$ cat config.mk
export PLATFORM = sky130hd
export DESIGN_NAME = array_list_engine_core
export DESIGN_NICKNAME = d
export VERILOG_FILES = /design/src/rtl/alec_pkg.sv /design/src/rtl/alec_cell.sv /design/src/rtl/array_list_engine_core.sv
export SDC_FILE = /design/constraint.sdc
export NUM_CORES = 2
export LEC_CHECK = 0
export BUFFER_PORTS_ARGS = -buffer_cell sky130_fd_sc_hd__buf_2
export CORE_ASPECT_RATIO = 1.4
export CORE_MARGIN = 2
export CORE_UTILIZATION = 62
export DETAILED_ROUTE_END_ITERATION = 10
export PLACE_DENSITY = 0.9
export SLEW_MARGIN = 0
export SYNTH_ARGS = -nofsm -noshare
export SYNTH_HDL_FRONTEND = slang
export SYNTH_HIERARCHICAL = 1
export SYNTH_SLANG_ARGS = --single-unit
$ cat constraint.sdc
create_clock -name clk -period 5.7 [get_ports clk]
set_input_delay 0.855 -clock clk [delete_from_list [all_inputs] [get_ports clk]]
set_output_delay 0.855 -clock clk [all_outputs]
set_load 0.005 [all_outputs]
$ cat src/rtl/alec_pkg.sv
// ----------------------------------------------------------------------------
// alec_pkg: shared definitions for the array list engine
// Request codes, status codes, widths and the per-cell control bundle.
// ----------------------------------------------------------------------------
package alec_pkg;

  localparam int DEPTH_DEFAULT = 16;
  localparam int VALUE_W       = 32;
  localparam int FUNC_W        = 3;
  localparam int STATUS_W      = 2;

  // Request codes
  localparam logic [FUNC_W-1:0] FN_CLEAR         = 3'd0;
  localparam logic [FUNC_W-1:0] FN_INSERT        = 3'd1;
  localparam logic [FUNC_W-1:0] FN_DELETE        = 3'd2;
  localparam logic [FUNC_W-1:0] FN_LOCATE        = 3'd3;
  localparam logic [FUNC_W-1:0] FN_INSERT_SORTED = 3'd4;

  // Status codes
  localparam logic [STATUS_W-1:0] STAT_OK       = 2'd0;
  localparam logic [STATUS_W-1:0] STAT_FULL     = 2'd1;
  localparam logic [STATUS_W-1:0] STAT_BADPOS   = 2'd2;
  localparam logic [STATUS_W-1:0] STAT_NOTFOUND = 2'd3;

  typedef enum logic [1:0] {
    OP_HOLD,
    OP_LOAD,
    OP_FROM_LO,
    OP_FROM_HI
  } cell_op_t;

  typedef struct packed {
    logic     cmp_en;
    logic     valid;
    cell_op_t op;
  } cell_ctrl_t;

endpackage

$ cat src/rtl/alec_cell.sv
// ----------------------------------------------------------------------------
// alec_cell: one list slot
// Holds one entry, compares it against the request value, and takes a new
// entry from the request or from either neighbour.
// ----------------------------------------------------------------------------
module alec_cell (
  input  logic                                  clk,
  input  alec_pkg::cell_ctrl_t                  ctrl,
  input  logic signed [alec_pkg::VALUE_W-1:0]   cmp_value,
  input  logic signed [alec_pkg::VALUE_W-1:0]   load_value,
  input  logic signed [alec_pkg::VALUE_W-1:0]   lo_data,
  input  logic signed [alec_pkg::VALUE_W-1:0]   hi_data,
  output logic signed [alec_pkg::VALUE_W-1:0]   data,
  output logic                                  eq_flag,
  output logic                                  le_flag
);
  import alec_pkg::*;

  logic signed [VALUE_W-1:0] data_r, data_nxt;
  logic                      eq_r, le_r;

  always_comb begin
    case (ctrl.op)
      OP_LOAD:    data_nxt = load_value;
      OP_FROM_LO: data_nxt = lo_data;
      OP_FROM_HI: data_nxt = hi_data;
      default:    data_nxt = data_r;
    endcase
  end

  always_ff @(posedge clk) begin
    data_r <= data_nxt;
    // flags are meaningful only for occupied slots
    if (ctrl.cmp_en) begin
      eq_r <= ctrl.valid && (data_r == cmp_value);
      le_r <= ctrl.valid && (data_r <= cmp_value);
    end
  end

  assign data    = data_r;
  assign eq_flag = eq_r;
  assign le_flag = le_r;

endmodule

$ cat src/rtl/array_list_engine_core.sv
// ----------------------------------------------------------------------------
// array_list_engine_core: bounded ordered list of signed 32-bit values
// A row of DEPTH slots that clears, inserts, deletes, locates and inserts in
// ascending order, one request at a time.
// ----------------------------------------------------------------------------
// Usage:
//   Drive in_func, in_value and in_position with start high; the item is
//   taken at a clock edge where busy is low. busy stays high for one cycle.
//   Every item returns exactly one result: out_status, out_index and
//   out_length are shown for a single cycle with out_strobe high, once
//   the item has left the execute state. The receiver cannot stall; it must
//   take the result in that cycle.
//   The accepting edge registers the per-slot compare flags against
//   in_value; the execute state resolves the slot index from those flags
//   and moves the row (shift up, shift down, load). Items do not overlap:
//   a new item may be accepted in the cycle the previous result is shown.
//   Reset (rst_n low, synchronous) empties the list and drops any item in
//   flight; slot contents are not cleared and are never read before they
//   are written.
// ----------------------------------------------------------------------------
module array_list_engine_core #(
  parameter int DEPTH = alec_pkg::DEPTH_DEFAULT,
  parameter int PW    = $clog2(DEPTH),
  parameter int LW    = $clog2(DEPTH + 1)
) (
  input  logic                                 clk,
  input  logic                                 rst_n,
  input  logic                                 start,
  output logic                                 busy,
  input  logic [alec_pkg::FUNC_W-1:0]          in_func,
  input  logic signed [alec_pkg::VALUE_W-1:0]  in_value,
  input  logic [PW-1:0]                        in_position,
  output logic                                 out_strobe,
  output logic [alec_pkg::STATUS_W-1:0]        out_status,
  output logic [PW-1:0]                        out_index,
  output logic [LW-1:0]                        out_length
);
  import alec_pkg::*;

  typedef enum logic {
    S_IDLE,
    S_EXEC
  } state_t;

  state_t state_r, state_nxt;

  logic                      accept;
  logic [FUNC_W-1:0]         func_r;
  logic signed [VALUE_W-1:0] value_r;
  logic [PW-1:0]             position_r;
  logic [LW-1:0]             occ_r, occ_nxt;
  logic                      busy_r;
  logic                      strobe_r;
  logic [STATUS_W-1:0]       status_r, status_nxt;
  logic [PW-1:0]             index_r, index_nxt;

  cell_ctrl_t                cell_ctrl [DEPTH];
  logic signed [VALUE_W-1:0] cell_data [DEPTH];
  logic [DEPTH-1:0]          eq_vec, le_vec;

  logic [DEPTH-1:0] le_rev, le_rev_iso, eq_iso;
  logic [PW-1:0]    hi_idx, loc_idx;
  logic [LW-1:0]    sorted_pos, ins_pos, pos_ext;
  logic             full, do_ins, do_del;

  assign accept = start && !busy_r;

  // Highest occupied slot with entry <= value, and first slot equal to value
  always_comb begin
    for (int j = 0; j < DEPTH; j++) begin
      le_rev[j] = le_vec[DEPTH-1-j];
    end
    le_rev_iso = le_rev & ((~le_rev) + DEPTH'(1));
    eq_iso     = eq_vec & ((~eq_vec) + DEPTH'(1));
    hi_idx  = '0;
    loc_idx = '0;
    for (int j = 0; j < DEPTH; j++) begin
      hi_idx  = hi_idx  | (le_rev_iso[DEPTH-1-j] ? PW'(j) : '0);
      loc_idx = loc_idx | (eq_iso[j] ? PW'(j) : '0);
    end
    sorted_pos = (|le_vec) ? (LW'(hi_idx) + LW'(1)) : '0;
  end

  always_comb begin
    pos_ext    = LW'(position_r);
    full       = (occ_r == LW'(DEPTH));
    do_ins     = 1'b0;
    do_del     = 1'b0;
    ins_pos    = pos_ext;
    occ_nxt    = occ_r;
    status_nxt = STAT_OK;
    index_nxt  = '0;
    case (func_r)
      FN_CLEAR: begin
        occ_nxt = '0;
      end
      FN_INSERT: begin
        if (full) begin
          status_nxt = STAT_FULL;
        end else if (pos_ext > occ_r) begin
          status_nxt = STAT_BADPOS;
        end else begin
          do_ins    = 1'b1;
          occ_nxt   = occ_r + LW'(1);
          index_nxt = position_r;
        end
      end
      FN_DELETE: begin
        if (pos_ext >= occ_r) begin
          status_nxt = STAT_BADPOS;
        end else begin
          do_del    = 1'b1;
          occ_nxt   = occ_r - LW'(1);
          index_nxt = position_r;
        end
      end
      FN_LOCATE: begin
        if (|eq_vec) begin
          index_nxt = loc_idx;
        end else begin
          status_nxt = STAT_NOTFOUND;
        end
      end
      FN_INSERT_SORTED: begin
        ins_pos = sorted_pos;
        if (full) begin
          status_nxt = STAT_FULL;
        end else begin
          do_ins    = 1'b1;
          occ_nxt   = occ_r + LW'(1);
          index_nxt = PW'(sorted_pos);
        end
      end
      default: begin
        status_nxt = STAT_OK;
      end
    endcase
  end

  // Row of slots
  for (genvar j = 0; j < DEPTH; j++) begin : g_cell
    logic signed [VALUE_W-1:0] lo_data, hi_data;

    if (j == 0) begin : g_lo_edge
      assign lo_data = cell_data[j];
    end else begin : g_lo
      assign lo_data = cell_data[j-1];
    end

    if (j == DEPTH - 1) begin : g_hi_edge
      assign hi_data = cell_data[j];
    end else begin : g_hi
      assign hi_data = cell_data[j+1];
    end

    always_comb begin
      cell_ctrl[j].cmp_en = accept;
      cell_ctrl[j].valid  = (LW'(j) < occ_r);
      cell_ctrl[j].op     = OP_HOLD;
      if (state_r == S_EXEC) begin
        if (do_ins) begin
          if (LW'(j) == ins_pos) begin
            cell_ctrl[j].op = OP_LOAD;
          end else if (LW'(j) > ins_pos) begin
            cell_ctrl[j].op = OP_FROM_LO;
          end
        end else if (do_del && (LW'(j) >= pos_ext)) begin
          cell_ctrl[j].op = OP_FROM_HI;
        end
      end
    end

    alec_cell u_cell (
      .clk        (clk),
      .ctrl       (cell_ctrl[j]),
      .cmp_value  (in_value),
      .load_value (value_r),
      .lo_data    (lo_data),
      .hi_data    (hi_data),
      .data       (cell_data[j]),
      .eq_flag    (eq_vec[j]),
      .le_flag    (le_vec[j])
    );
  end

  always_comb begin
    state_nxt = state_r;
    case (state_r)
      S_IDLE:  if (accept) state_nxt = S_EXEC;
      S_EXEC:  state_nxt = S_IDLE;
      default: state_nxt = S_IDLE;
    endcase
  end

  always_ff @(posedge clk) begin
    if (!rst_n) begin
      state_r  <= S_IDLE;
      occ_r    <= '0;
      busy_r   <= 1'b0;
      strobe_r <= 1'b0;
    end else begin
      state_r  <= state_nxt;
      strobe_r <= (state_r == S_EXEC);
      if (accept) begin
        busy_r <= 1'b1;
      end
      if (state_r == S_EXEC) begin
        occ_r  <= occ_nxt;
        busy_r <= 1'b0;
      end
    end
  end

  // Payload registers: hold the item and the result
  always_ff @(posedge clk) begin
    if (accept) begin
      func_r     <= in_func;
      value_r    <= in_value;
      position_r <= in_position;
    end
    if (state_r == S_EXEC) begin
      status_r <= status_nxt;
      index_r  <= index_nxt;
    end
  end

  assign busy       = busy_r;
  assign out_strobe = strobe_r;
  assign out_status = status_r;
  assign out_index  = index_r;
  assign out_length = occ_r;

  a_occ_bound: assert property (@(posedge clk) disable iff (!rst_n)
    occ_r <= LW'(DEPTH))
    else $error("occupancy above depth");

  a_result_latency: assert property (@(posedge clk) disable iff (!rst_n)
    accept |-> ##2 out_strobe)
    else $error("result not returned two cycles after accept");

  a_single_exec: assert property (@(posedge clk) disable iff (!rst_n)
    busy |=> !busy)
    else $error("busy held longer than one cycle");

  a_strobe_idle: assert property (@(posedge clk) disable iff (!rst_n)
    out_strobe |-> !busy)
    else $error("result shown while busy");

  a_full_length: assert property (@(posedge clk) disable iff (!rst_n)
    (out_strobe && (out_status == STAT_FULL)) |-> (out_length == LW'(DEPTH)))
    else $error("full reported with spare room");

endmodule
After elaboration in Yosys (flattened, before gate mapping):

Cells that the tools add are included.

* bits in registers: 597
* latch bits: 0
* memory bits (writable): 0
* ROM bits: 0
* bits of input ports: 42
* output and inout port bits: 13
* logic and storage cells: 474
* memories kept: 0

* $add $sub $neg: 5
* $mul: 0
* div/mod/pow operators: 0
* magnitude comparators: 66
* equality and inequality tests: 86
* shifts and indexed selects: 0
* mux-type cells: 153
* bitwise logic cells: 34
* reduce and logical (&&, ||, !) cells: 73

Operators by type and width (count)
* 32-bit one-hot mux with 3 select lines: 14
* 32-bit == test: 16
* 32-bit less-or-equal comparator: 16
* 2-bit 2-to-1 mux: 88
* 32-bit one-hot mux with 2 select lines: 2
* 4-bit 2-to-1 mux: 21
* 2-bit == test, second input constant: 30
* 4-bit OR: 14
* 1-bit logical AND: 49
* 3-bit nonzero test: 14
* 4-bit by 5-bit == test with 1-bit output, first input constant: 8
* 4-bit by 5-bit > comparator with 1-bit output, first input constant: 8
* 4-bit by 5-bit less-than comparator with 1-bit output, first input constant: 8
* 2-bit by 1-bit == test with 1-bit output, second input constant: 16
* 4-bit greater-or-equal comparator, first input constant: 8
* 16-bit OR reduction: 2
* 5-bit 2-to-1 mux: 6
* 3-bit 2-to-1 mux: 8
* 3-bit by 5-bit == test with 1-bit output, first input constant: 4
* 3-bit by 5-bit > comparator with 1-bit output, first input constant: 4
* 3-bit by 5-bit less-than comparator with 1-bit output, first input constant: 4
* 5-bit one-hot mux with 4 select lines: 1
* 3-bit OR: 6
* 16-bit by 1-bit adder with 16-bit output, second input constant: 1
* other kinds (40): 69

Depth between registers and ports, before layout:

* depth in word-level cells: 28
* gate-level depth with buffers: 16
* depth with buffers taken out: 13

Hierarchy:

The synthesis kept the hierarchy.

Modules (own cells, without submodules)
* alec_cell: times used 16, cells each 264, area an instance 2511.2 sq um, sequential area each 1021.0 sq um
* array_list_engine_core: times used 1, cells each 386, area an instance 3539.6 sq um, sequential area each 1511.4 sq um

Worst setup path after synthesis:

No wires, ideal clock.

* kind: input port to flip-flop
* start point: input port start
* end point: register func_r[0], enable pin
* setup time: 0.510 ns
* data arrival time: 3.989 ns
* data required time: 5.190 ns
* slack: 1.201 ns
* stages: 1
* buffers on the path: 0
* cell sequence: nor2b_1

* cells in the longest elaborated chain, start to end: 1

Ends and longest elaborated chain
* from (decl): RTL line array_list_engine_core.sv:28 `input logic start,`
* 1-bit logical AND: RTL line array_list_engine_core.sv:66 `assign accept = start && !busy_r;`
* to (signal assigned): RTL line array_list_engine_core.sv:217 `func_r <= in_func;`
* to (decl): RTL line array_list_engine_core.sv:48 `logic [FUNC_W-1:0] func_r;`

No other way between the ends.
A chain may end at the register's enable or synchronous reset.

==> results by group <==
Timing
  – Worst relative slew slack: 25.14%
  – Fmax: 206.8 MHz
  – Worst-margin pin slew: 1.123 ns
  – RSZ-0062 raised after global routing: false
  – Setup Viol. Count Final: 0
  – Final Max Tran Viols: 0
  – Final worst-path cycle share: 84.85%
  – Final hold viol count: 0
  – Post-route setup TNS: 0 ns
  – Final Skew: 0.03429 ns
  – Fin crit period: 4.837 ns

Setup path
  – Crit path launch: g_cell[15].u_cell/le_flag
  – Arr. time, crit path: 5.23 ns
  – CP required: 6.10 ns
  – CP Cell Sequence: nor4_2 > o2111ai_1 > nand2_1 > ha_1 > nor4bb_1 > o41ai_4 > a21oi_1 > o211ai_1 > a21oi_4 > buf_4 > mux2i_1 > a21oi_1
  – Crit path kind: register to register
  – CP Max Fanout: 32
  – Critical Path Sink Type: register
  – Slowest cell on the critical path: nor4_2
  – Slowest cell delay on critical path: 0.60 ns
  – Reg2Reg Launch Point: g_cell[15].u_cell/le_flag
  – Startpoint Class: register
  – CP dominant cell by count: a21oi_1

Flow run
  – Max cap viols: 0

Drt
  – Routed via count: 37,350
  – Via density: 6.725
  – Drt total wl: 134.8 mm
  – Post-route DRC violation count: 4
  – DRT antenna net count: 0
  – Routed len/inst: 24.28 um
  – Drt pass-1 iters: 11
  – 1st-iter DRT viols: 4,548

Placed design
  – Gpl congestion: 0.9640
  – Number of port buffers: 54
  – Detailed Place HPWL: 96.92 mm
  – Post-Place Cells: 5,446

Floorplanning
  – Ports: 55
  – FP Rows: 115
  – Die ar.: 0.07268 mm2
  – Die Ht: 318.2 um
  – Area of the core: 0.07007 mm2
  – Starting Density: 62.39%
  – Die X: 228.4 um

Finish
  – Layout cell share with drive strength beyond 1: 6.476%
  – Fin nets: 5,132
  – Most frequent cells in the layout: a21oi_1, nor2_1, edfxtp_1
  – Area growth syn-to-layout: 7.009%
  – Non-Filler Instances: 5,554
  – Leading cell type in the layout, fill and taps excluded: a21oi_1

Min path
  – Worst hold-check path type: input pin to register
  – Hold_sp: in_func[0]

Global routing
  – Global route total overflow: 0
  – Vias in the first global route: 37,820
  – First-pass GRT wire length: 204.8 mm
  – GRT Total Usage: 36.19%
  – Initial antenna violation count: 6
  – Largest net degree at the start of global routing: 65

Clock network
  – Clk Latency, worst-skew pair: 0.68 ns
  – CTS Root Cell: clkbuf_16
  – CTS H-tree depth: 2
  – Post-CTS sizing: 0
  – Post-CTS setup buffer count: 0
  – Hold_buf cts: 0
  – Register clock-pin slew on the reported worst setup and hold paths: 0.07 ns
  – Deepest clock path buffer count: 3
  – Sink Count: 597
  – Num CTS Buffers: 58
  – TritonCTS clock tree: done

Synthesis
  – Top_reg_cell synth: edfxtp_1
  – Asr flop ratio synth: 0%
  – Post-Syn Nets: 5,172
  – Avg Cell Area, Syn: 9.483 um2
  – Syn Inst Count: 4,610
  – Yosys cell types: 74
  – Post-Syn Area: 0.04372 mm2
  – Sequential share of the synthesized area: 40.82%
  – EDFF count, synth: 589
  – Synth warn: 6
  – FF+latch count, synth: 597

Pwr
  – P_leak: 19.03 nW
  – Power Total: 0.01051 W
  – VDD IR-drop max: 0.2455 mV
  – PwrDens: 224.6 mW/mm2

Outcome
  – Status: finished, violations left
  – Failing checks: DRC
==> synthesized netlist by cell type, types with 3 or more instances <==
library cell    n  area share, %
and3_1          4          0.057
a22oi_1        18           0.31
edfxtp_1      589             40
clkbuf_1      107           0.92
a31oi_1         6          0.086
nand2_1       272            2.3
a31o_2          5           0.10
nand2b_1        4          0.057
a21oi_1       760            8.7
nor4_1         20           0.29
o211ai_1        5          0.086
nor3_1         14           0.16
a221oi_1       18           0.36
nand3_1        78           0.89
dfxtp_1         8           0.37
mux2i_1       530             12
nor4_2         18           0.52
or4_1           6           0.10
nor4b_1        17           0.34
nor2_1        652            5.6
a21o_1         18           0.31
inv_1         543            4.7
ha_1          520             15
o31ai_1         4          0.069
a211o_1        33           0.66
nor2b_1         6          0.086
xnor2_1         3          0.060
o211ai_2       16           0.46
a211oi_1       20           0.34
nand4_1        50           0.72
buf_2          55           0.63
buf_1          33           0.28
or2_2          21           0.30
o21ai_0        88            1.0
a221o_1         4          0.092
o21bai_1        5          0.086
nand4_2        16           0.46
==> flip-flops by register name, indices dropped and copies added (netlist names), 2 cells and up <==
register	count
out_status	2
value_r	32
g_cell.u_cell/eq_flag	16
g_cell.u_cell/le_flag	16
g_cell.u_cell/data	512
position_r	4
out_index	4
func_r	3
out_length	5
==> worst max-delay path: cells and delay by family, from the launching register on <==
family          cells  cell delay, ns
simple gates        3            1.24
fa+ha+maj           1            0.18
flops               1            0.47
buf+inv             1            0.56
mux                 1            0.32
compound gates      6            1.76
==> area by class of cell <==
| class | count | area [um2] |
|---|---|---|
| Clock inverter | 27 | 212.7 |
| Antenna cell | 1 | 2.502 |
| Sequential cell | 597 | 17850 |
| Fill cell | 4825 | 23290 |
| Tap cell | 936 | 1171 |
| Multi-Input combinational cell | 3272 | 23350 |
| Timing Repair Buffer | 96 | 585.6 |
| Clock buffer | 80 | 1564 |
| Inverter | 545 | 2046 |
==> metal layers <==
layer / global-route usage (%) / part of all wire, % / wire length (um) / up-vias
li1: - / - / - / 16490
met2: 61.00 / 47 / 63120 / 2719
met5: 0 / 0.055 / 74 / -
met1: 36.93 / 31 / 42180 / 16950
met4: 36.41 / 13 / 16940 / 10
met3: 7.002 / 9.3 / 12510 / 1181
==> kinds of logic after synthesis <==
group,count (synthesis),synth area share (%)
XOR/XNOR,3,0.06011
flip-flops,597,40.82
buffers and inverters,741,6.528
AO/OA/AOI/OAI,1025,13.30
adder cells (fa/ha/maj),521,14.91
multiplexers,530,12.13
AND/OR/NAND/NOR,1193,12.25
==> stage by stage <==
step | cell area (um2) | hold WS [ns] | util, % | setup slack, ns
floorplan | 43720 | 0.5165 | - | 1.201
global placement | 45000 | 0.5651 | 64.22 | 1.202
detailed placement | 45000 | 0.5736 | 64.22 | 1.027
CTS | 46780 | 0.3594 | 66.76 | 1.000
global route | 46780 | 0.3611 | 66.76 | 0.6206
finish | 46780 | 0.3663 | 66.76 | 0.8633
==> path summary, 6_finish.rpt <==
check	endpoint	slack, ns	depth (start not counted)
worst max-delay path	g_cell[14].u_cell/data[24]	0.86	12
worst max register to register	g_cell[14].u_cell/data[24]	0.86	12
worst min register to register	busy	0.58	1
worst min-delay path	func_r[0]	0.37	1
==> report_power, final <==
part | leakage, nW | internal, W | switching (W)
clock | 0.865 | 0.00204 | 0.00179
combinational | 12.7 | 0.000505 | 0.000943
sequential | 5.44 | 0.00500 | 0.000226
total | 19.0 | 0.00755 | 0.00296
Note: power is estimated with default switching activity, not from simulation.
